### config.mk
export PLATFORM = sky130hd
export DESIGN_NAME = plc_div
export DESIGN_NICKNAME = d
export VERILOG_FILES = /design/src/rtl/assert_macros.svh /design/src/rtl/plc_pkg.sv /design/src/rtl/plc_div.sv
export SDC_FILE = /design/constraint.sdc
export NUM_CORES = 2
export LEC_CHECK = 0
export ABC_CLOCK_PERIOD_IN_PS = 2900
export BUFFER_PORTS_ARGS = -buffer_cell sky130_fd_sc_hd__buf_2
export CORE_MARGIN = 4
export CORE_UTILIZATION = 45
export CTS_BUF_LIST = sky130_fd_sc_hd__clkbuf_8
export DETAILED_ROUTE_END_ITERATION = 10
export GPL_TIMING_DRIVEN = 0
export PLACE_DENSITY = 0.61
export SYNTH_ARGS = -nofsm -noshare
export SYNTH_HDL_FRONTEND = slang
export SYNTH_SLANG_ARGS = --single-unit
### constraint.sdc
create_clock -name clk -period 2.9 [get_ports clk]
set_clock_uncertainty 0.05 [all_clocks]
set_input_delay 0.145 -clock clk [delete_from_list [all_inputs] [get_ports clk]]
set_output_delay 0.145 -clock clk [all_outputs]
set_load 0.05 [all_outputs]
### src/rtl/assert_macros.svh
// shared assertion macros, sampled on clk, off while rst is high
`ifndef ASSERT_MACROS_SVH
`define ASSERT_MACROS_SVH

`define ASSERT_ALWAYS(lbl, cond) \
  lbl: assert property (@(posedge clk) disable iff (rst) (cond)) \
    else $error("assertion failed");

`define ASSERT_IMPL(lbl, ante, cons) \
  lbl: assert property (@(posedge clk) disable iff (rst) (ante) |-> (cons)) \
    else $error("assertion failed");

`endif

### src/rtl/plc_pkg.sv
package plc_pkg;

  localparam int COORD_FRAC_BITS = 4;
  localparam int COORD_INT_BITS  = 16;
  localparam int CW        = COORD_INT_BITS + COORD_FRAC_BITS;
  localparam int MW        = CW + 1;
  localparam int PW        = 2 * CW;
  localparam int DIV_STEPS = PW;
  localparam int FW        = PW + 2;
  localparam int XW        = PW + 4;
  localparam int LATENCY   = DIV_STEPS + 7;

  typedef logic [2:0] mode_t;
  localparam mode_t MODE_CENTER  = 3'd0;
  localparam mode_t MODE_FILL    = 3'd1;
  localparam mode_t MODE_MARGIN  = 3'd2;
  localparam mode_t MODE_FIT     = 3'd3;
  localparam mode_t MODE_FIT_TOP = 3'd4;

  typedef logic [2:0] reg_idx_t;
  localparam reg_idx_t REG_MODE    = 3'd0;
  localparam reg_idx_t REG_MLEFT   = 3'd1;
  localparam reg_idx_t REG_MTOP    = 3'd2;
  localparam reg_idx_t REG_MRIGHT  = 3'd3;
  localparam reg_idx_t REG_MBOTTOM = 3'd4;

  typedef struct packed {
    mode_t          mode;
    logic [CW-1:0]  ml;
    logic [CW-1:0]  mt;
    logic [CW-1:0]  mr;
    logic [CW-1:0]  mb;
  } cfg_t;

  typedef struct packed {
    logic signed [CW-1:0] l;
    logic signed [CW-1:0] t;
    logic signed [CW-1:0] r;
    logic signed [CW-1:0] b;
    logic signed [MW-1:0] w;
    logic signed [MW-1:0] h;
    logic                 present;
    logic [CW-1:0]        sw;
    logic [CW-1:0]        sh;
    logic                 zero;
    logic                 nw;
    logic                 nh;
  } item_t;

  localparam logic signed [XW-1:0] COORD_MAX = $signed({{(XW-CW+1){1'b0}}, {(CW-1){1'b1}}});
  localparam logic signed [XW-1:0] COORD_MIN = $signed({{(XW-CW+1){1'b1}}, {(CW-1){1'b0}}});

  // halve, rounding toward zero
  function automatic logic signed [XW-1:0] half_trunc(input logic signed [XW-1:0] x);
    logic signed [XW-1:0] s;
    s = x + $signed({{(XW-1){1'b0}}, x[XW-1]});
    return s >>> 1;
  endfunction

  function automatic logic signed [CW-1:0] sat_coord(input logic signed [XW-1:0] x);
    logic signed [XW-1:0] y;
    y = x;
    if (y > COORD_MAX) y = COORD_MAX;
    if (y < COORD_MIN) y = COORD_MIN;
    return y[CW-1:0];
  endfunction

endpackage

### src/rtl/plc_div.sv
module plc_div import plc_pkg::*; (
  input  logic          clk,
  input  logic [PW-1:0] dividend,
  input  logic [CW-1:0] divisor,
  output logic [PW-1:0] quotient
);

  // restoring division, one quotient bit per stage
  logic [CW+PW-1:0] acc      [DIV_STEPS];
  logic [CW-1:0]    den      [DIV_STEPS-1];
  logic [CW+PW-1:0] acc_in   [DIV_STEPS];
  logic [CW-1:0]    den_in   [DIV_STEPS];
  logic [CW+PW-1:0] acc_next [DIV_STEPS];
  logic [CW:0]      trial    [DIV_STEPS];
  logic [CW:0]      diff     [DIV_STEPS];

  always_comb begin
    acc_in[0] = {{CW{1'b0}}, dividend};
    den_in[0] = divisor;
    for (int k = 1; k < DIV_STEPS; k++) begin
      acc_in[k] = acc[k-1];
      den_in[k] = den[k-1];
    end
    for (int k = 0; k < DIV_STEPS; k++) begin
      trial[k] = acc_in[k][CW+PW-1:PW-1];
      diff[k]  = trial[k] - {1'b0, den_in[k]};
      if (trial[k] >= {1'b0, den_in[k]}) begin
        acc_next[k] = {diff[k][CW-1:0], acc_in[k][PW-2:0], 1'b1};
      end else begin
        acc_next[k] = {trial[k][CW-1:0], acc_in[k][PW-2:0], 1'b0};
      end
    end
  end

  always_ff @(posedge clk) begin
    for (int k = 0; k < DIV_STEPS; k++) begin
      acc[k] <= acc_next[k];
    end
    for (int k = 0; k < DIV_STEPS - 1; k++) begin
      den[k] <= den_in[k];
    end
  end

  assign quotient = acc[DIV_STEPS-1][PW-1:0];

endmodule

# Yosys cells after proc, flatten, opt, wreduce, memory -nomap -nowiden
# Memory sizes are Yosys's and may differ from the RTL's.
# Index checks and enable logic that the tools add are counted.
dict set report classes {
  muxes 40
  addsub 40
  n_lt_le_gt_ge 40
}
# cell n
set op_table {}
lappend op_table {{$mux 60} 40}
lappend op_table {{$ge 21x20->1} 39}
lappend op_table {{$sub 20x20->20} 39}
lappend op_table {{$ge 1x20->1} 1}
lappend op_table {{$sub 1x20->20} 1}
dict set report word_totals {
  regBits 0
  n_memories 2
  ram_bits 3180
  out_inout_bits 40
  word_cells 122
  in_bits 61
}
# name words word_bits read_ports rd_clocked_by_memory_dff wr line
set memory_table {}
lappend memory_table {acc 40 60 40 0 40 plc_div.sv:9} ;# logic [CW+PW-1:0] acc [DIV_STEPS];
lappend memory_table {den 39 20 39 0 39 plc_div.sv:10} ;# logic [CW-1:0] den [DIV_STEPS-1];

# Depth between registers and ports, before layout
# An unclocked memory read counts as a cell.
dict set report depth {
  word_depth 3
  depth_mapped 13
  depth_no_buf 12
}

# Worst setup path before layout
# OpenSTA, ideal clock, no wires.
dict set report synth_timing {
  path_kind {register -> register}
  startpoint {mem den[4][101] (netlist bit)}
  endpoint {mem acc[4][408] (netlist bit)}
  synth_period_minus_slack_ps 2978
  setup_slack_ps -78
  n_path_buf 1
  t_arrival_ps 2807
  path_stages_with_launch 12
  required_ps 2729
  setup_ps 121
  path_cell_list {dfxtp_1 > inv_1 > ha_1 > nor2b_4 > o2111ai_1 > and3_4 > or3_1 > a41o_1 > and3_1 > a211oi_4 > buf_12 > mux2_4}
}
# element line
set synth_lines {}
lappend synth_lines {{start: declaration} plc_div.sv:10}
lappend synth_lines {{end: declaration} plc_div.sv:9}

==> insert_results.sql <==
INSERT INTO impl_metrics (metric_group, metric, value, unit) VALUES
('yosys', 'postSynth.topFlopCell', 'sky130_fd_sc_hd__dfxtp_1', ''),
('setup_path', 'r2r-start', 'den[4][101]', ''),
('setup_path', 'worstSetupStartpointType', 'flip-flop', ''),
('cts', 'numCtsBuffers', '496', ''),
('setup_path', 'worst_r2r_endpoint', 'acc[4][409]', ''),
('yosys', 'synth.largest_area_cell', 'sky130_fd_sc_hd__dfxtp_1', ''),
('pwr', 'power.density_cell_area', '1090', 'nW/um^2'),
('yosys', 'synth-seq-cells', '3160', ''),
('timing', 'max_clock_freq', '0.330', 'GHz'),
('die', 'die_w', '504', 'microns'),
('cts', 'cts.root.buffer_cell', 'sky130_fd_sc_hd__clkbuf_8', ''),
('status', 'failing_checks', 'DRC, setup timing', ''),
('yosys', 'netlist_top_cells_area', 'sky130_fd_sc_hd__dfxtp_1 57%, sky130_fd_sc_hd__ha_1 8.8%, sky130_fd_sc_hd__inv_1 3.4%, sky130_fd_sc_hd__mux2_2 3.3%, sky130_fd_sc_hd__a21oi_1 3.0%', ''),
('yosys', 'yosys.area.top_type_share', '57.1', '%'),
('cts', 'clkSlewWorstSetupHoldPaths', '70', 'ps'),
('yosys', 'synth_warnings', '0', ''),
('timing', 'holdWs', '140', 'ps'),
('die', 'fp-row-count', '181', ''),
('global_routing', 'grt_util_all_layers', '18.4', '%'),
('pwr', 'irDropWorstVdd', '0.585', 'mV'),
('yosys', 'synth_fp_nets', '11100', ''),
('job', 'max_cap_violations', '0', ''),
('setup_path', 'worstSetupPathType', 'reg2reg', ''),
('pwr', 'fin_total_pwr', '150000', 'uW'),
('hold_path', 'timing.hold.worst.class', 'in2reg', ''),
('timing', 'report.final.hold_viol_count', '0', ''),
('setup_path', 'cp_common_cell', 'sky130_fd_sc_hd__buf_12', ''),
('placement', 'gp_congestion', '0.923', ''),
('status', 'status', 'complete, but fails checks', ''),
('cts', 'cts_max_path_buffers', '4', ''),
('timing', 'fin_setup_tns', '-2160', 'ps'),
('yosys', 'mean_area_per_synthesized_cell', '10.9', 'sq um'),
('route', 'detail_route.wl_per_cell', '16.6', 'microns'),
('route', 'drt_pre_antenna_iters', '8', ''),
('setup_path', 'worst-endpoint-required', '3810', 'ps'),
('yosys', 'number_of_synthesized_flops_with_an_enable_pin', '0', ''),
('setup_path', 'critPathCaptureType', 'flip-flop', ''),
('route', 'drc', '6', ''),
('cts', 'clkLatencyLatePin', '1100', 'ps'),
('setup_path', 'rr_worst_depth', '13', ''),
('timing', 'period_minus_slack', '3030', 'ps'),
('cts', 'tritoncts_num_sinks', '3160', ''),
('route', 'detail-route-antenna-nets', '0', ''),
('cts', 'htree_num_levels', '5', ''),
('global_routing', 'first_global_vias', '74400', ''),
('placement', 'worst_setup_timing_slack_at_the_placement_stage', '-1540', 'ps'),
('setup_path', 'path_delay_family', 'simple AND/OR/NAND/NOR gates', ''),
('timing', 'rsz0062_at_grt', 'true', ''),
('global_routing', 'grt_max_degree', '21', ''),
('yosys', 'ys_async_sr_fraction', '0', '%'),
('route', 'dr_total_vias', '74300', ''),
('yosys', 'netlist_instances', '10200', ''),
('setup_path', 'crit_slowest_cell', 'sky130_fd_sc_hd__or3_4', ''),
('die', 'die_area', '254000', 'sq um'),
('die', 'core_area', '244000', 'sq um'),
('die', 'ioPinCount', '101', ''),
('placement', 'hpwl', '173000', 'microns'),
('yosys', 'ys_types', '102', ''),
('yosys', 'synth_area', '111000', 'sq um'),
('route', 'routed_via_density', '4.99', ''),
('timing', 'maxSlewViolCount', '0', ''),
('placement', 'place.port_buffers', '100', ''),
('timing', 'layout_worst_path_cycle_share', '104', '%'),
('hold_path', 'holdCritStartpoint', 'divisor[17]', ''),
('setup_path', 'critical_path.n_buffers_inverters', '4', ''),
('timing', 'setup_slack', '-127', 'ps'),
('timing', 'setup_violations', '55', ''),
('cts', 'clock_tree_from_tritoncts', 'built', ''),
('die', 'dieHeight', '504', 'microns'),
('hold_path', 'min_delay_path_depth', '6', ''),
('timing', 'relSlewSlack', '49.3', '%');
-- flip-flops by register name, summed over array words and instances, names as in the netlist --
register	flops
acc	2380
den	780
-- final cells by class --
type / count / area, sq um
repair buffers: 636 / 5550
plain buffers: 180 / 1750
clock inverters: 238 / 1800
well taps: 3202 / 4010
flip-flops and latches: 3160 / 63500
multi-input cells: 5813 / 47900
clock buffers: 647 / 8900
inverters: 997 / 3760
diodes: 6 / 15.0
fillers: 20900 / 107000
-- worst min-delay path, cell delays in order --
cell and delay [ps]:
sky130_fd_sc_hd__dlygate4sd3_1 530, sky130_fd_sc_hd__buf_2 120, sky130_fd_sc_hd__nor4_1 100, sky130_fd_sc_hd__nand4_1 140
sky130_fd_sc_hd__nor4_1 70, sky130_fd_sc_hd__a21boi_0 120
-- layer usage --
| layer | vias up | share of wire [%] | GRT usage [%] | wire (microns) |
|---|---|---|---|---|
| met5 | - | 0 | 0 | 0 |
| li1 | 37000 | - | - | - |
| met4 | 0 | 3.7 | 7.20 | 9170 |
| met2 | 1637 | 47 | 30.8 | 117000 |
| met1 | 35000 | 45 | 23.7 | 110000 |
| met3 | 610 | 4.6 | 3.20 | 11300 |
-- power by group --
| group | internal [uW] | switching (uW) | total [uW] |
|---|---|---|---|
| sequential | 51200 | 4080 | 55300 |
| clock | 22300 | 16800 | 39000 |
| combinational | 27100 | 28200 | 55300 |
| total | 101000 | 49000 | 150000 |
-- synth_stat cells, drive strengths merged (16+ instances only) --
cell and count:
o31ai 37, a211o 27, clkbuf 89, xnor2 350, nand4 109, dfxtp 3160
nor2b 140, ha 782, a211oi 55, inv 997, mux2 334, nand2 519
o211ai 56, o21ai 579, a21o 262, mux2i 59, or3 41, nand3 124
buf 113, nand2b 107, a21boi 46, nor2 471, o21bai 53, a31oi 61
and4 16, or2 32, a2111oi 16, and2 24, nor4 28, a41o 20
fa 38, o31a 47, and3 61, o21a 117, a21oi 663, nor3 106
a221oi 17, xor2 221
-- how the worst max path moves through the flow --
| stage | cells after the start | startpoint | to | slack, ps |
|---|---|---|---|---|
| floorplan | 12 | den[2][81] | acc[2][352] | 3 |
| finish | 13 | den[4][101] | acc[4][409] | -130 |
| CTS | 13 | den[4][101] | acc[4][409] | -210 |
| detailed placement | 12 | den[1][111] | acc[1][402] | -1540 |
| global route | 13 | den[4][101] | acc[4][411] | -240 |
| global placement | 12 | den[1][111] | acc[1][402] | -1600 |
-- through the flow --
step                instances  cell area (sq um)
global route            14900             137000
finish                  14900             137000
floorplan               10200             111000
detailed placement      13500             115000
global placement        13500             115000
CTS                     14700             133000
-- layout by cell type, fill, tap and decap left out, drive strengths merged, types with 47 or more instances in the layout --
| master | instances |
|---|---|
| a211oi | 55 |
| a21o | 262 |
| a21oi | 663 |
| a31oi | 61 |
| and3 | 61 |
| buf | 623 |
| clkbuf | 718 |
| clkinv | 66 |
| dfxtp | 3160 |
| dlygate4sd3 | 121 |
| ha | 782 |
| inv | 1132 |
| mux2 | 334 |
| mux2i | 59 |
| nand2 | 519 |
| nand2b | 107 |
| nand3 | 124 |
| nand4 | 109 |
| nor2 | 471 |
| nor2b | 140 |
| nor3 | 106 |
| o211ai | 56 |
| o21a | 117 |
| o21ai | 579 |
| o21bai | 53 |
| o31a | 47 |
| xnor2 | 350 |
| xor2 | 221 |
-- cell families after synthesis --
logic type      Yosys count  synth area share (%)
xor+xnor                571                  4.51
simple gates           1830                  7.97
compound gates         2199                  12.6
buf+inv                1200                  4.37
flops                  3160                  57.1
fa+ha+maj               820                  9.51
mux                     393                  3.96
-- repair_timing --
action	CTS	global route
pin swaps	232	352
hold buffers	121	0
gates resized for setup	884	777
buffers inserted	230	165
gates cloned	19	15
setup endpoints to repair	781	722
hold endpoints to repair	80	0
No activity file was read; power rests on OpenSTA's default activity.
