### src/rtl/assert_macros.svh
// shared assertion macros, sampled on clk, off while rst is high
`ifndef ASSERT_MACROS_SVH
`define ASSERT_MACROS_SVH

`define ASSERT_ALWAYS(lbl, cond) \
  lbl: assert property (@(posedge clk) disable iff (rst) (cond)) \
    else $error("assertion failed");

`define ASSERT_IMPL(lbl, ante, cons) \
  lbl: assert property (@(posedge clk) disable iff (rst) (ante) |-> (cons)) \
    else $error("assertion failed");

`endif

### src/rtl/plc_pkg.sv
package plc_pkg;

  localparam int COORD_FRAC_BITS = 4;
  localparam int COORD_INT_BITS  = 16;
  localparam int CW        = COORD_INT_BITS + COORD_FRAC_BITS;
  localparam int MW        = CW + 1;
  localparam int PW        = 2 * CW;
  localparam int DIV_STEPS = PW;
  localparam int FW        = PW + 2;
  localparam int XW        = PW + 4;
  localparam int LATENCY   = DIV_STEPS + 7;

  typedef logic [2:0] mode_t;
  localparam mode_t MODE_CENTER  = 3'd0;
  localparam mode_t MODE_FILL    = 3'd1;
  localparam mode_t MODE_MARGIN  = 3'd2;
  localparam mode_t MODE_FIT     = 3'd3;
  localparam mode_t MODE_FIT_TOP = 3'd4;

  typedef logic [2:0] reg_idx_t;
  localparam reg_idx_t REG_MODE    = 3'd0;
  localparam reg_idx_t REG_MLEFT   = 3'd1;
  localparam reg_idx_t REG_MTOP    = 3'd2;
  localparam reg_idx_t REG_MRIGHT  = 3'd3;
  localparam reg_idx_t REG_MBOTTOM = 3'd4;

  typedef struct packed {
    mode_t          mode;
    logic [CW-1:0]  ml;
    logic [CW-1:0]  mt;
    logic [CW-1:0]  mr;
    logic [CW-1:0]  mb;
  } cfg_t;

  typedef struct packed {
    logic signed [CW-1:0] l;
    logic signed [CW-1:0] t;
    logic signed [CW-1:0] r;
    logic signed [CW-1:0] b;
    logic signed [MW-1:0] w;
    logic signed [MW-1:0] h;
    logic                 present;
    logic [CW-1:0]        sw;
    logic [CW-1:0]        sh;
    logic                 zero;
    logic                 nw;
    logic                 nh;
  } item_t;

  localparam logic signed [XW-1:0] COORD_MAX = $signed({{(XW-CW+1){1'b0}}, {(CW-1){1'b1}}});
  localparam logic signed [XW-1:0] COORD_MIN = $signed({{(XW-CW+1){1'b1}}, {(CW-1){1'b0}}});

  // halve, rounding toward zero
  function automatic logic signed [XW-1:0] half_trunc(input logic signed [XW-1:0] x);
    logic signed [XW-1:0] s;
    s = x + $signed({{(XW-1){1'b0}}, x[XW-1]});
    return s >>> 1;
  endfunction

  function automatic logic signed [CW-1:0] sat_coord(input logic signed [XW-1:0] x);
    logic signed [XW-1:0] y;
    y = x;
    if (y > COORD_MAX) y = COORD_MAX;
    if (y < COORD_MIN) y = COORD_MIN;
    return y[CW-1:0];
  endfunction

endpackage

### src/rtl/plc_place.sv
module plc_place import plc_pkg::*; (
  input  logic                 clk,
  input  logic                 rst,
  input  logic                 in_valid,
  input  item_t                it,
  input  logic signed [FW-1:0] fw,
  input  logic signed [FW-1:0] fh,
  input  cfg_t                 cfg,
  output logic                 done,
  output logic signed [CW-1:0] draw_left,
  output logic signed [CW-1:0] draw_top,
  output logic signed [CW-1:0] draw_right,
  output logic signed [CW-1:0] draw_bottom,
  output logic                 size_fault
);

  logic signed [XW-1:0] wx, hx, swx, shx, fwx, fhx, cwx, chx;
  logic signed [XW-1:0] offx_next, offy_next, szx_next, szy_next;
  logic                 from_l_next, fault_next;

  logic                 e1_valid;
  item_t                e1_it;
  logic signed [XW-1:0] offx, offy, szx, szy;
  logic                 from_l, e1_fault;

  logic                 e2_valid, e2_fault;
  logic signed [XW-1:0] nl, nt, nr, nb;
  logic signed [XW-1:0] nl_next, nt_next;

  always_comb begin
    wx  = {{(XW-MW){it.w[MW-1]}}, it.w};
    hx  = {{(XW-MW){it.h[MW-1]}}, it.h};
    swx = $signed({{(XW-CW){1'b0}}, it.sw});
    shx = $signed({{(XW-CW){1'b0}}, it.sh});
    fwx = {{(XW-FW){fw[FW-1]}}, fw};
    fhx = {{(XW-FW){fh[FW-1]}}, fh};
    cwx = (wx < swx) ? wx : swx;
    chx = (hx < shx) ? hx : shx;
    offx_next   = '0;
    offy_next   = '0;
    szx_next    = '0;
    szy_next    = '0;
    from_l_next = 1'b0;
    fault_next  = 1'b0;
    priority if (cfg.mode == MODE_MARGIN) begin
      offx_next = $signed({{(XW-CW){1'b0}}, cfg.ml});
      offy_next = $signed({{(XW-CW){1'b0}}, cfg.mt});
      szx_next  = -$signed({{(XW-CW){1'b0}}, cfg.mr});
      szy_next  = -$signed({{(XW-CW){1'b0}}, cfg.mb});
    end else if (it.present && cfg.mode == MODE_CENTER) begin
      offx_next   = half_trunc(wx - cwx);
      offy_next   = half_trunc(hx - chx);
      szx_next    = cwx;
      szy_next    = chx;
      from_l_next = 1'b1;
    end else if (it.present && (cfg.mode == MODE_FIT || cfg.mode == MODE_FIT_TOP)) begin
      offx_next   = half_trunc(wx - fwx);
      offy_next   = (cfg.mode == MODE_FIT) ? half_trunc(hx - fhx) : '0;
      szx_next    = fwx;
      szy_next    = fhx;
      from_l_next = 1'b1;
      fault_next  = it.zero;
    end else begin
      offx_next = '0;
    end
  end

  always_ff @(posedge clk) begin
    if (rst) begin
      e1_valid <= 1'b0;
    end else begin
      e1_valid <= in_valid;
    end
    e1_it    <= it;
    offx     <= offx_next;
    offy     <= offy_next;
    szx      <= szx_next;
    szy      <= szy_next;
    from_l   <= from_l_next;
    e1_fault <= fault_next;
  end

  always_comb begin
    nl_next = {{(XW-CW){e1_it.l[CW-1]}}, e1_it.l} + offx;
    nt_next = {{(XW-CW){e1_it.t[CW-1]}}, e1_it.t} + offy;
  end

  always_ff @(posedge clk) begin
    if (rst) begin
      e2_valid <= 1'b0;
    end else begin
      e2_valid <= e1_valid;
    end
    e2_fault <= e1_fault;
    nl <= nl_next;
    nt <= nt_next;
    nr <= (from_l ? nl_next : {{(XW-CW){e1_it.r[CW-1]}}, e1_it.r}) + szx;
    nb <= (from_l ? nt_next : {{(XW-CW){e1_it.b[CW-1]}}, e1_it.b}) + szy;
  end

  always_ff @(posedge clk) begin
    if (rst) begin
      done       <= 1'b0;
      size_fault <= 1'b0;
    end else begin
      done       <= e2_valid;
      size_fault <= e2_valid & e2_fault;
    end
    draw_left   <= sat_coord(nl);
    draw_top    <= sat_coord(nt);
    draw_right  <= sat_coord(nr);
    draw_bottom <= sat_coord(nb);
  end

endmodule

### config.mk
export PLATFORM = sky130hd
export DESIGN_NAME = plc_place
export DESIGN_NICKNAME = d
export VERILOG_FILES = /design/src/rtl/assert_macros.svh /design/src/rtl/plc_pkg.sv /design/src/rtl/plc_place.sv
export SDC_FILE = /design/constraint.sdc
export NUM_CORES = 1
export LEC_CHECK = 0
export ABC_AREA = 0
export BUFFER_PORTS_ARGS = -buffer_cell sky130_fd_sc_hd__buf_4
export CAP_MARGIN = 20
export CORE_ASPECT_RATIO = 1.25
export CORE_MARGIN = 8
export CORE_UTILIZATION = 40
export DETAILED_ROUTE_END_ITERATION = 8
export SYNTH_ARGS = -nofsm -noshare
export SYNTH_HDL_FRONTEND = slang
export SYNTH_SLANG_ARGS = --single-unit
### constraint.sdc
create_clock -name clk -period 11.45 [get_ports clk]
set_input_delay 0.5725 -clock clk [delete_from_list [all_inputs] [get_ports clk]]
set_output_delay 0.5725 -clock clk [all_outputs]
set_load 0.05 [all_outputs]
Yosys cells after proc, flatten, opt, wreduce, memory -nomap -nowiden

Cells that the tools add are included.

Bits in writable memories: 0
Memory bits (read-only): 0
Output and inout port bits: 82
Register bits: 519
Bits in latches: 0
Input bits: 336
Memories: 0
Word-level logic and storage cells: 82

Mux-type cells: 23
$add $sub $neg: 14
Multipliers: 0
Shifts and indexed selects: 0
Div/mod/pow operators: 0
Bitwise operators: 2
Equal/unequal tests: 3
Magnitude comparators: 10
Reduce and logical (&&, ||, !) cells: 5

Operators with widths:

| cell                                                                    | count |
|---|---|
| 44-bit 2-to-1 mux                                                       | 19 |
| 44-bit adder                                                            | 4 |
| 44-bit by 20-bit > comparator with 1-bit output (second input constant) | 4 |
| 44-bit by 20-bit < comparator with 1-bit output (second input constant) | 4 |
| 43-bit by 2-bit adder with 44-bit output                                | 2 |
| 44-bit by 2-bit adder with 44-bit output                                | 2 |
| 20-bit negation with 44-bit output                                      | 2 |
| 21-bit by 44-bit subtractor with 44-bit output                          | 2 |
| 21-bit by 42-bit subtractor with 43-bit output                          | 2 |
| 21-bit < comparator                                                     | 2 |
| 20-bit 2-to-1 mux                                                       | 2 |
| 3-bit by 2-bit == test with 1-bit output (second input constant)        | 2 |
| 3-bit == test (second input constant)                                   | 1 |
| 3-bit zero test                                                         | 1 |
| 3-bit OR reduction                                                      | 1 |
| 1-bit logical AND                                                       | 2 |
| 1-bit 2-to-1 mux                                                        | 2 |
| 1-bit bitwise AND                                                       | 1 |
| 1-bit logical OR                                                        | 1 |
| 1-bit inverter                                                          | 1 |

Longest topological paths before layout

Gate-level depths: netlist (run 1).

Depth after elaboration: 6
Depth in mapped cells: 37
Gate-level depth less buffers: 34

Worst setup path after synthesis (run 1)

Ideal clock, no wire load.

Kind: input-to-reg
Start: input port it[24] in the netlist's numbering
End: register offx[23]
Slack: 4.207 ns
Buffers on the path: 3
Stages on the path: 37
Required time: 11.321 ns
Setup time: 0.129 ns
Arrival time: 7.114 ns
Path through: inv_1 > ha_1 > a21o_1 > a21o_1 > a21o_1 > a21o_1 > a21o_1 > a21o_1 > a21o_1 > a21oi_1 > nor2_1 > o31ai_1 > o21a_1 > ha_1 > clkbuf_1 > mux2i_1 > ha_1 > a21o_1 > or3_1 > o21ai_1 > o211ai_1 > a21oi_1 > o31a_1 > nor2_1 > nor2_1 > ha_1 > nand2_1 > or2_2 > nor2_1 > and2_1 > clkbuf_1 > nand3_1 > or2_1 > o21a_1 > o221ai_1 > buf_2 > o21ai_0

Word-level cells in the longest chain between the ends: 5

Ends and longest elaborated chain:

| item                                             | RTL line        | source |
|---|---|---|
| from (decl)                                      | plc_place.sv:5  | `input item_t it,` |
| 21-bit < comparator                              | plc_place.sv:37 | `cwx = (wx < swx) ? wx : swx;` |
| 44-bit 2-to-1 mux *                              | plc_place.sv:37 |  |
| 21-bit by 44-bit subtractor with 44-bit output * | plc_place.sv:51 | `offx_next = half_trunc(wx - cwx);` |
| 44-bit by 2-bit adder with 44-bit output *       | plc_pkg.sv:56   | `s = x + $signed({{(XW-1){1'b0}}, x[XW-1]});` |
| 44-bit 2-to-1 mux *                              | plc_place.sv:50 | `end else if (it.present && cfg.mode == MODE_CENTER) begin` |
| to (signal assigned)                             | plc_place.sv:75 | `offx <= offx_next;` |
| to (decl)                                        | plc_place.sv:23 | `logic signed [XW-1:0] offx, offy, szx, szy;` |

Every way passes the cells marked *; elsewhere a longest branch is shown, timed or not.
A chain may end at the register's enable or synchronous reset.

Worst setup path after layout (run 1)

Start: input port it[66] in the netlist's numbering
End: register offx[27]

Word-level cells in the longest chain between the ends: 5
Elaborated cells on any way between the ends: 8
Those cells by class: add/sub (4); order compare (1); mux (3)

Ends and longest elaborated chain:

| item                                           | RTL line |
|---|---|
| 21-bit < comparator                            | plc_place.sv:37 |
| 44-bit 2-to-1 mux                              | plc_place.sv:37 |
| 21-bit by 44-bit subtractor with 44-bit output | plc_place.sv:51 |
| 44-bit by 2-bit adder with 44-bit output       | plc_pkg.sv:56 |
| 44-bit 2-to-1 mux *                            | plc_place.sv:50 |

Marks and branches as above.

==> metrics.txt, run 1 <==
status finished, final reports clean; vias in the first global route approximately 31,000; Max Fclk around 120 MHz; H-tree levels 2; most used cell, CP a21o_1; Post-synth EDFFs 0; crit-path max FO 12; Leak roughly 19 nW; most used flip-flop cell after synthesis dfxtp_1; PwrDens 159 nW/µm²; post-synth top area share slightly below 30%; Core Util, Final 47.5%; Final #Nets between 5,000 and 6,000; endpoints failing setup 0; Tcrit/Tclk final 72.9%; clk slew on worst S/H paths 60 ps; max_slew headroom 28.8%; Max-cap violations 0; RSZ-0062 raised after global routing false; top cells by area, synth dfxtp_1 (30%), ha_1 (12%), xnor2_1 (6.4%), nand2_1 (4.8%), a21oi_1 (4.3%); wirelength, routed 114 mm; Final Total Pwr 6.52 mW; initial antenna violation count 8; VDD IR-drop max around 0.13 mV; Synth Instances between 4,000 and 5,000; Comb pwr share between 30% and 40%; WP data required 11,880 ps; Clock Power Share 29.2%; Root Buffer Master clkbuf_16; Flop pwr share approximately 35%; Buffers on Ports 415; TritonCTS clock tree done; sw power 2.33 mW; GRT Util Overall around 23%; share of layout cells above drive strength 1 about 14%; Hold Vio Cnt, Final 0; I/O pin count 418; Seq cells post-synth between 500 and 600; ANT nets after route 0; post_cts resized 0; Initial Util between 40 and 50%; DRC 0; Post-synth ARST share 0%; clk_lat worst skew just over 600 ps; Filler cells 8,589; syn_area_per_cell 8.36 µm²; post-route setup slack 3100 ps; Net Sw Frac approximately 36%; Sink Count 517; nature of the critical path endpoint flop; Yosys top cell by area dfxtp_1; area grow syn2layout 18.4%; post-layout min period 8350 ps; Seq/Total Area, Yosys 29.8%; area of the core 86,600 µm²; Worst Path Arrival approximately 9000 ps; Int Pwr 4.19 mW; Place WS between 2000 and 2500 ps; FP Rows 121; first-pass GRT wire length 173 mm; Crit-path slowest cell o221ai_1; Post-Syn Nets 4,843; drt initial violations 1,752; post-DP HPWL 94.2 mm; Final Wtd Congestion 0.983; Die Height 345 µm; Hold WC Path Type in2reg; pin count of the biggest net entering global routing 67; setup TNS 0 ps; largest stage delay on the critical path 830 ps; Post-Syn Area 34,700 µm²; grt total ovfl 0; post-CTS repair timing setup buffer count 0; via/cell ratio 5.42; post-DR wirelength/cell 19.8 µm; Vias 31,200; CTS max path bufs 3; cts hold-fix bufs 0; Inserted Clock Buffers 50; R2R Setup Slk between 5000 and 6000 ps; Final Slew Violations 0; Cell variety after synth 104; Slew @ Worst Pin 1070 ps; critical path class in2reg; Die ar. 96,500 µm²; number of warnings issued by yosys 0; Die Width 280 µm; Clock Skew around 17 ps; critical path launch point type input port; Pre-antenna DRT Iters 5
## critical path: cells and delay by family
kind,cells,cell delay (ps)
compound gates,18,4350
fa+ha+maj,4,1330
buf+inv,1,150
mux,1,310
simple gates,10,2050
## final timing paths
kind | from | cells past startpoint | end
worst max-delay path | it[66] | 34 | offx[27]$_SDFF_PP0_
worst min-delay path | it[104] | 1 | e1_it[104]$_DFF_P_
worst max register to register | e1_it[126]$_DFF_P_ | 25 | nb[43]$_DFF_P_
worst min register to register | e1_fault$_SDFF_PP0_ | 0 | e2_fault$_DFF_P_
## power groups by stage
stage / clock network, mW / registers [mW] / logic [mW]
2_1_floorplan: 0 / 2.54 / 1.39
3_3_place_gp: 0 / 2.29 / 2.35
3_5_place_dp: 0 / 2.29 / 2.36
4_1_cts: 1.94 / 2.25 / 2.37
5_1_grt: 2.01 / 2.28 / 2.58
6_report: 1.90 / 2.25 / 2.36
## per-layer routing
| layer | wire (µm) | share of wire [%] | vias up | track usage (%) |
|---|---|---|---|---|
| li1 | - | - | 15800 | - |
| met1 | 47000 | 41 | 14500 | 26.1 |
| met2 | 57200 | 50 | 752 | 41.5 |
| met3 | 4820 | 4.2 | 171 | 2.66 |
| met4 | 4550 | 4.0 | 0 | 8.92 |
| met5 | 0 | 0 | - | 0 |
## flip-flops by register name, indices dropped and copies added (netlist names)
name	cells
offy	43
draw_bottom	20
e1_it	80
nb	44
e2_fault	1
nr	44
nt	44
nl	44
draw_top	20
size_fault	1
szy	44
e1_fault	1
from_l	1
offx	43
draw_right	20
done	1
draw_left	20
szx	44
e2_valid	1
e1_valid	1
## synthesized netlist by cell type (all sizes together), types with 77 or more instances
master	count
nor3	77
a21oi	300
nand3	111
xor2	138
o21ai	217
inv	219
xnor2	256
clkbuf	112
o211ai	80
dfxtp	517
a21o	197
ha	344
nor2	232
nand2	440
## stage by stage
step	hold slack [ps]	instance area, µm²	instances
after CTS	20.5	41100	5739
after global routing	26.7	41100	5744
final	58.9	41100	5745
after global placement	312	39200	5645
after detailed placement	315	39200	5645
after floorplan	310	34700	4155
## placed cells by master (no fill, tap or decap), types with 71 or more instances in the layout
| cell | n |
|---|---|
| buf_4 | 449 |
| nor2_1 | 231 |
| o21ai_0 | 178 |
| nand2_1 | 440 |
| a21o_1 | 196 |
| dfxtp_1 | 516 |
| inv_1 | 219 |
| ha_1 | 344 |
| nand3_1 | 111 |
| nand4_1 | 74 |
| xor2_1 | 138 |
| xnor2_1 | 254 |
| nor3_1 | 71 |
| a21oi_1 | 299 |
| o211ai_1 | 79 |
## cells by family after synthesis
logic type / count (synthesis) / synth area share (%)
and+or+nand+nor: 1273 / 18.2
adders and majority gates: 353 / 12.9
DFF: 517 / 29.8
xor gates and xnor gates: 394 / 9.98
AOI/OAI and AO/OA: 1184 / 22.7
buffers and inverters: 347 / 3.80
muxes: 87 / 2.66
## layout make-up
type,count,area (µm²),share of cell area [%]
antenna,6,15.0,0.0365
clock buffer,65,1440,3.51
clock inverter,29,478,1.16
inverter,219,822,2.00
multi-input combinational,3291,23100,56.3
sequential,517,10400,25.2
tap,1168,1460,3.56
timing repair buffer,450,3390,8.25
Power figures use the tool's default switching activity.
==> run 2: changes to the inputs <==
Settings changed: ABC_AREA 0 to 1.
Clock period 11.45 ns to 7.55 ns, I/O delays scaled along.
==> run 2 against run 1 <==
  * Flip-flop and latch count stayed put
  * Combinational power rose by 88%
  * Clock skew rose by 49 ps
  * Sequential power is 52% higher
  * Final area grew 17%
  * Sequential share of layout area down 3.6 points
==> metrics.txt, run 2 <==
post-CTS repair timing setup buffer count 0 (unchanged); Sink Count 517 (unchanged); drt initial violations 3,074 (+75%); Seq/Total Area, Yosys 25.6% (-4.2 points); synth cell count leaders nand2_1 (1,658), inv_1 (1,013), nor2_1 (745); Tcrit/Tclk final between 70% and 80%; VDD IR-drop max 0.218 mV (+62%); TritonCTS clock tree done; share of layout cells above drive strength 1 9.43% (-4.8 points); post-DP HPWL 155 mm (+64%); Cell variety after synth 63 (-39%); first-pass GRT wire length 263 mm (+52%); met3 wire length 8.09 mm (+68%); Vias 43,800 (+41%); Post-Syn Nets 7,121 (+47%); CTS max path bufs 3 (unchanged); PwrDens 222 nW/µm² (+40%); initial antenna violation count 6 (-2); Slew @ Worst Pin 1150 ps (+85.4 ps); Initial Util 40.3% (+0.24 points); most common cell in the synthesized netlist nand2_1; DR top layer met4; post-route setup slack 1510 ps (-1590 ps); Post-synth ARST share 0% (unchanged); grt total ovfl 0 (unchanged); post_cts resized 0 (unchanged); RSZ-0062 raised after global routing false; FP Rows 130 (+7.4%); status finished, final reports clean; Inserted Clock Buffers 55 (+10%); Max Fclk about 170 MHz; area of the core 100,000 µm² (+16%); top cells by area, synth dfxtp_1 (26%), nand2_1 (15%), ha_1 (11%), inv_1 (9.4%), nor2_1 (6.9%); Top reg by flops e1_it; clk_lat worst skew 670 ps (+60 ps); syn_area_per_cell 6.29 µm² (-25%); pin count of the biggest net entering global routing 58 (-13%); commonest non-fill, non-tap cell in the layout nand2_1; via/cell ratio 5.28 (-2.7%); most used flip-flop cell after synthesis dfxtp_1; most frequent cells in the layout nand2_1 (1,658), inv_1 (1,011), nor2_1 (744); Hold Vio Cnt, Final 0 (unchanged); Final Slew Violations 0 (unchanged); Filler cells 10,600 (+24%); Buffers on Ports 415 (unchanged); cts hold-fix bufs 94 (+94); Pre-antenna DRT Iters 9 (+4); Die ar. 112,000 µm² (+16%); Max-cap violations 0 (unchanged); critical path launch point type input port; critical path class in2reg; Final Total Pwr 10.6 mW (+63%); Place WS 968 ps (-1530 ps); post-DR wirelength/cell 21.7 µm (+9.6%); ANT nets after route 0 (unchanged); post-layout min period 6040 ps; area grow syn2layout 18.4% (about the same); Root Buffer Master clkbuf_16; crit-path max FO 33 (+21); Die Height 372 µm (+7.6%); Seq cells post-synth 517 (unchanged); wirelength, routed 180 mm (+58%); post-synth top area share 25.6% (-4.2 points); Post-synth EDFFs 0 (unchanged); Worst Path Arrival 6510 ps (-2270 ps); Clock Skew 66.4 ps (+49.1 ps); max_slew headroom 23.1% (-5.7 points); Die Width 301 µm (+7.5%); R2R Setup Slk 1820 ps (-3390 ps); Post-Syn Area 40,500 µm² (+17%); Crit-path slowest cell ha_1; Final #Nets 7,624 (+46%); GRT Util Overall 31.0% (+8.5 points); Leak 24.8 nW (+32%); number of warnings issued by yosys 0 (unchanged); setup TNS 0 ps (unchanged); largest stage delay on the critical path 810 ps (-20 ps); met2 WL 92.6 mm (+62%); WHS 25.6 ps (-33.4 ps); max FFs per register 80 (unchanged); met1 wire length 65.7 mm (+40%); Final Wtd Congestion 1.00 (+1.9%); vias in the first global route 44,200 (+41%); nature of the critical path endpoint flop; most used cell, CP nand2_1; DRC 0 (unchanged); H-tree levels 2 (unchanged); Synth Instances 6,433 (+55%); endpoints failing setup 0 (unchanged); clk slew on worst S/H paths 70 ps (about the same); I/O pin count 418 (unchanged); Yosys top cell by area dfxtp_1; Hold WC Path Type in2reg; WP data required 8020 ps (-3860 ps)
[run 2: per-stage QoR]
step                utilization, %  cells  area (µm²)
CTS                           47.7   8299       47900
detailed placement            45.0   8105       45100
global route                  47.8   8306       47900
global placement              45.0   8103       45100
floorplan                        -   6433       40500
finish                        47.8   8306       47900
[run 2: per-layer routing]
metal,vias to the layer above,track usage [%]
met4,0,20.0
met5,-,0
li1,21900,-
met2,1415,59.2
met1,20100,31.8
met3,398,3.04
[run 2: final cells by class]
class,instances,area (µm²),area share (%)
Clock buffer,75,1530,3.20
Tap cell,1320,1650,3.45
Multi-Input combinational cell,4799,25900,54.1
Sequential cell,517,10400,21.6
Antenna cell,7,17.5,0.0365
Clock inverter,25,314,0.655
Inverter,1022,3840,8.00
Timing Repair Buffer,541,4300,8.96
[run 2: kinds of logic (layout without fill, tap and decap cells)]
group	Yosys count	count (layout)	synth area share, %
compound gates	1081	1081	15.1
buf+inv	1117	1663	10.5
xor+xnor	234	234	5.25
fa+ha+maj	352	352	11.0
other cells	0	7	0
simple gates	3132	3132	32.6
flops	517	517	25.6
[run 2: path summary, 6_finish.rpt]
kind         cells past startpoint             endpoint                start
max reg2reg                     25       nr[43]$_DFF_P_   e1_it[165]$_DFF_P_
min reg2reg                      0     e2_fault$_DFF_P_  e1_fault$_SDFF_PP0_
min                              3     offx[19]$_DFF_P_              cfg[79]
max                             35  offx[31]$_SDFF_PP0_               it[29]
[run 2: worst max-delay path, delay by kind of cell]
family          cells  cell delay, ps
simple gates       19            2470
fa+ha+maj           4            1660
compound gates      7            1400
buf+inv             5             590
[run 2: power breakdown]
| part | leakage [nW] | switching (mW) | total [mW] | internal, mW |
|---|---|---|---|---|
| Combinational | 19.6 | 3.07 | 4.43 | 1.36 |
| Clock | 0.884 | 1.22 | 2.77 | 1.55 |
| Sequential | 4.32 | 0.203 | 3.43 | 3.23 |
==> run 3: changes to the inputs <==
Clock period 7.55 ns to 5.6 ns, I/O delays scaled along.
==> run 3 against run 2 <==
  * Setup slack got worse by 980 ps
  * First-iteration DRC count increased by 4.5%
  * Power grew 41%
  * Global-route usage up 1.5 points
  * Critical endpoint is now nb[37]$_DFF_P_
  * Largest cell class unchanged
  * Clock power rose by 45%
  * Die area unchanged
  * Sequential share of layout area down 0.92 points
==> metrics.txt, run 3 (synthesis gave the netlist of run 2 again) <==
status finished, final reports clean; Tcrit/Tclk final 90.4%; pin count of the biggest net entering global routing 81 (+40%); Root Buffer Master clkbuf_16; cell family contributing the most delay on the critical path compound AO/OA/AOI/OAI gates; Max Fclk 197 MHz; nature of the critical path endpoint flop; Initial Util 40.3% (unchanged); share of layout cells above drive strength 1 11.6% (+2.2 points); Die Width 301 µm (unchanged); critical path class reg2reg; Hold WC Path Type in2reg; H-tree levels 2 (unchanged); max_slew headroom 22.7% (-0.48 points); WHS 31.3 ps (+5.73 ps); VDD IR-drop max 0.270 mV (+24%); Clock Skew 58.3 ps (-8.11 ps); WP data required 6160 ps (-1860 ps); Buffers on Ports 415 (unchanged); vias in the first global route 45,200 (+2.2%); post-DP HPWL 162 mm (+4.4%); area grow syn2layout 23.7%; Top reg by flops e1_it; Final Slew Violations 0 (unchanged); CTS max path bufs 3 (unchanged); grt total ovfl 0 (unchanged); DRC 0 (unchanged); most frequent cells in the layout nand2_1 (1,658), inv_1 (1,011), nor2_1 (744); clk slew on worst S/H paths 60 ps (about the same); Final Wtd Congestion 1.00 (about the same); Pre-antenna DRT Iters 6 (-3); Worst Path Arrival 5620 ps (-890 ps); post-DR wirelength/cell 22.0 µm (+1.6%); drt initial violations 3,211 (+4.5%); CP bufs+invs 4 (-1); Place WS -84.5 ps (-1050 ps); most used cell, CP nand2_1; I/O pin count 418 (unchanged); PwrDens 300 nW/µm² (+35%); ANT nets after route 0 (unchanged); worst path cell trace ha_1 > nand2_1 > nor2_1 > nand2_1 > o211ai_1 > a21oi_1 > inv_1 > nand2_1 > nand2_1 > xor2_1 > o21ai_0 > inv_1 > ha_1 > nand2_1 > nor2_1 > nand4_1 > o211ai_1 > buf_4 > a21oi_1 > buf_4 > o21ai_0 > a31oi_1 > xnor2_1; Die Height 372 µm (unchanged); Slew @ Worst Pin 1150 ps (-4.95 ps); GRT Util Overall 32.5% (+1.5 points); Vias 44,900 (+2.3%); FP Rows 130 (unchanged); largest stage delay on the critical path 440 ps (-370 ps); area of the core 100,000 µm² (unchanged); Die ar. 112,000 µm² (unchanged); first-pass GRT wire length 275 mm (+4.4%); wirelength, routed 188 mm (+4.5%); Crit-path slowest cell o211ai_1; Hold Vio Cnt, Final 0 (unchanged); Sink Count 517 (unchanged); max FFs per register 80 (unchanged); Leak 26.0 nW (+4.8%); post-route setup slack 536 ps (-977 ps); TritonCTS clock tree done; Inserted Clock Buffers 56 (+1.8%); critical path launch point type flop; initial antenna violation count 8 (+2); via/cell ratio 5.25 (-0.49%); post-layout min period 5060 ps; Filler cells 10,500 (-0.77%); endpoints failing setup 0 (unchanged); RSZ-0062 raised after global routing false; Final #Nets 7,858 (+3.1%); commonest non-fill, non-tap cell in the layout nand2_1; crit-path max FO 4 (-88%); Max-cap violations 0 (unchanged); setup TNS 0 ps (unchanged); clk_lat worst skew 670 ps (about the same)
==> run 3: cell types whose count changed in the layout (fill, tap and decap cells not counted), moves of 2 or more <==
| cell | before | now |
|---|---|---|
| buf_4 | 447 | 613 |
| dlygate4sd3_1 | 94 | 155 |
| clkinv_2 | 6 | 3 |
| clkbuf_1 | 12 | 8 |
| inv_8 | 3 | 1 |
| buf_12 | 0 | 5 |
| clkinv_4 | 3 | 6 |
| clkbuf_8 | 8 | 10 |
| bufinv_16 | 3 | 7 |
==> run 3: final cells by class <==
cell class,instances,area (µm²),area share [%]
Clock inverter,27,424,0.847
Inverter,1022,3840,7.66
Sequential cell,517,10400,20.7
Antenna cell,6,15.0,0.0300
Tap cell,1320,1650,3.30
Clock buffer,74,1570,3.13
Timing Repair Buffer,774,6270,12.5
Multi-Input combinational cell,4799,25900,51.8
==> run 3: where the power goes <==
part | total [mW] | internal (mW) | switching [mW] | leakage (nW)
Clock | 4.02 | 2.32 | 1.70 | 0.955
Sequential | 4.64 | 4.36 | 0.286 | 4.32
Combinational | 6.38 | 2.12 | 4.26 | 20.7
Total | 15.0 | 8.79 | 6.24 | 26.0
==> run 3: worst reg2reg max path: stages, from the launching register on <==
cell and delay [ps]:
dfxtp_1 320, ha_1 390, nand2_1 160, nor2_1 180
nand2_1 210, o211ai_1 440, a21oi_1 200, inv_1 120
nand2_1 50, nand2_1 100, xor2_1 110, o21ai_0 330
inv_1 100, ha_1 300, nand2_1 110, nor2_1 260
nand4_1 130, o211ai_1 330, buf_4 200, a21oi_1 80
buf_4 160, o21ai_0 370, a31oi_1 180, xnor2_1 160
==> run 3: final timing paths <==
| path | start | end | slack, ps | depth (start not counted) |
|---|---|---|---|---|
| max | e1_it[130]$_DFF_P_ | nb[37]$_DFF_P_ | 540 | 23 |
| min | fh[2] | szy[2]$_DFF_P_ | 30 | 3 |
| max reg2reg | e1_it[130]$_DFF_P_ | nb[37]$_DFF_P_ | 540 | 23 |
| min reg2reg | e1_fault$_SDFF_PP0_ | e2_fault$_DFF_P_ | 330 | 0 |
==> run 3: metrics by stage <==
stage / std cells / instance area, µm² / util, % / power, mW
after floorplan: 6433 / 40500 / - / 8.49
after global placement: 8276 / 46500 / 46.3 / 10.9
after detailed placement: 8277 / 46500 / 46.3 / 10.9
after CTS: 8533 / 50000 / 49.9 / 15.1
after global routing: 8539 / 50100 / 49.9 / 15.8
final: 8539 / 50100 / 49.9 / 15.0
==> run 3: repair_timing <==
| item | 4_1_cts | 5_1_grt |
|---|---|---|
| hold endpoints to repair | 153 | 0 |
| resized for setup | 0 | 3 |
| setup endpoints to repair | 0 | 12 |
| buffers inserted | 0 | 0 |
| hold buffers | 155 | 0 |
==> run 3: metal layers <==
layer	wire length [µm]	up-vias	track usage [%]
li1	-	22400	-
met3	7980	451	3.38
met2	95200	1396	60.8
met1	70100	20700	34.1
met4	14600	0	21.4
met5	0	-	0
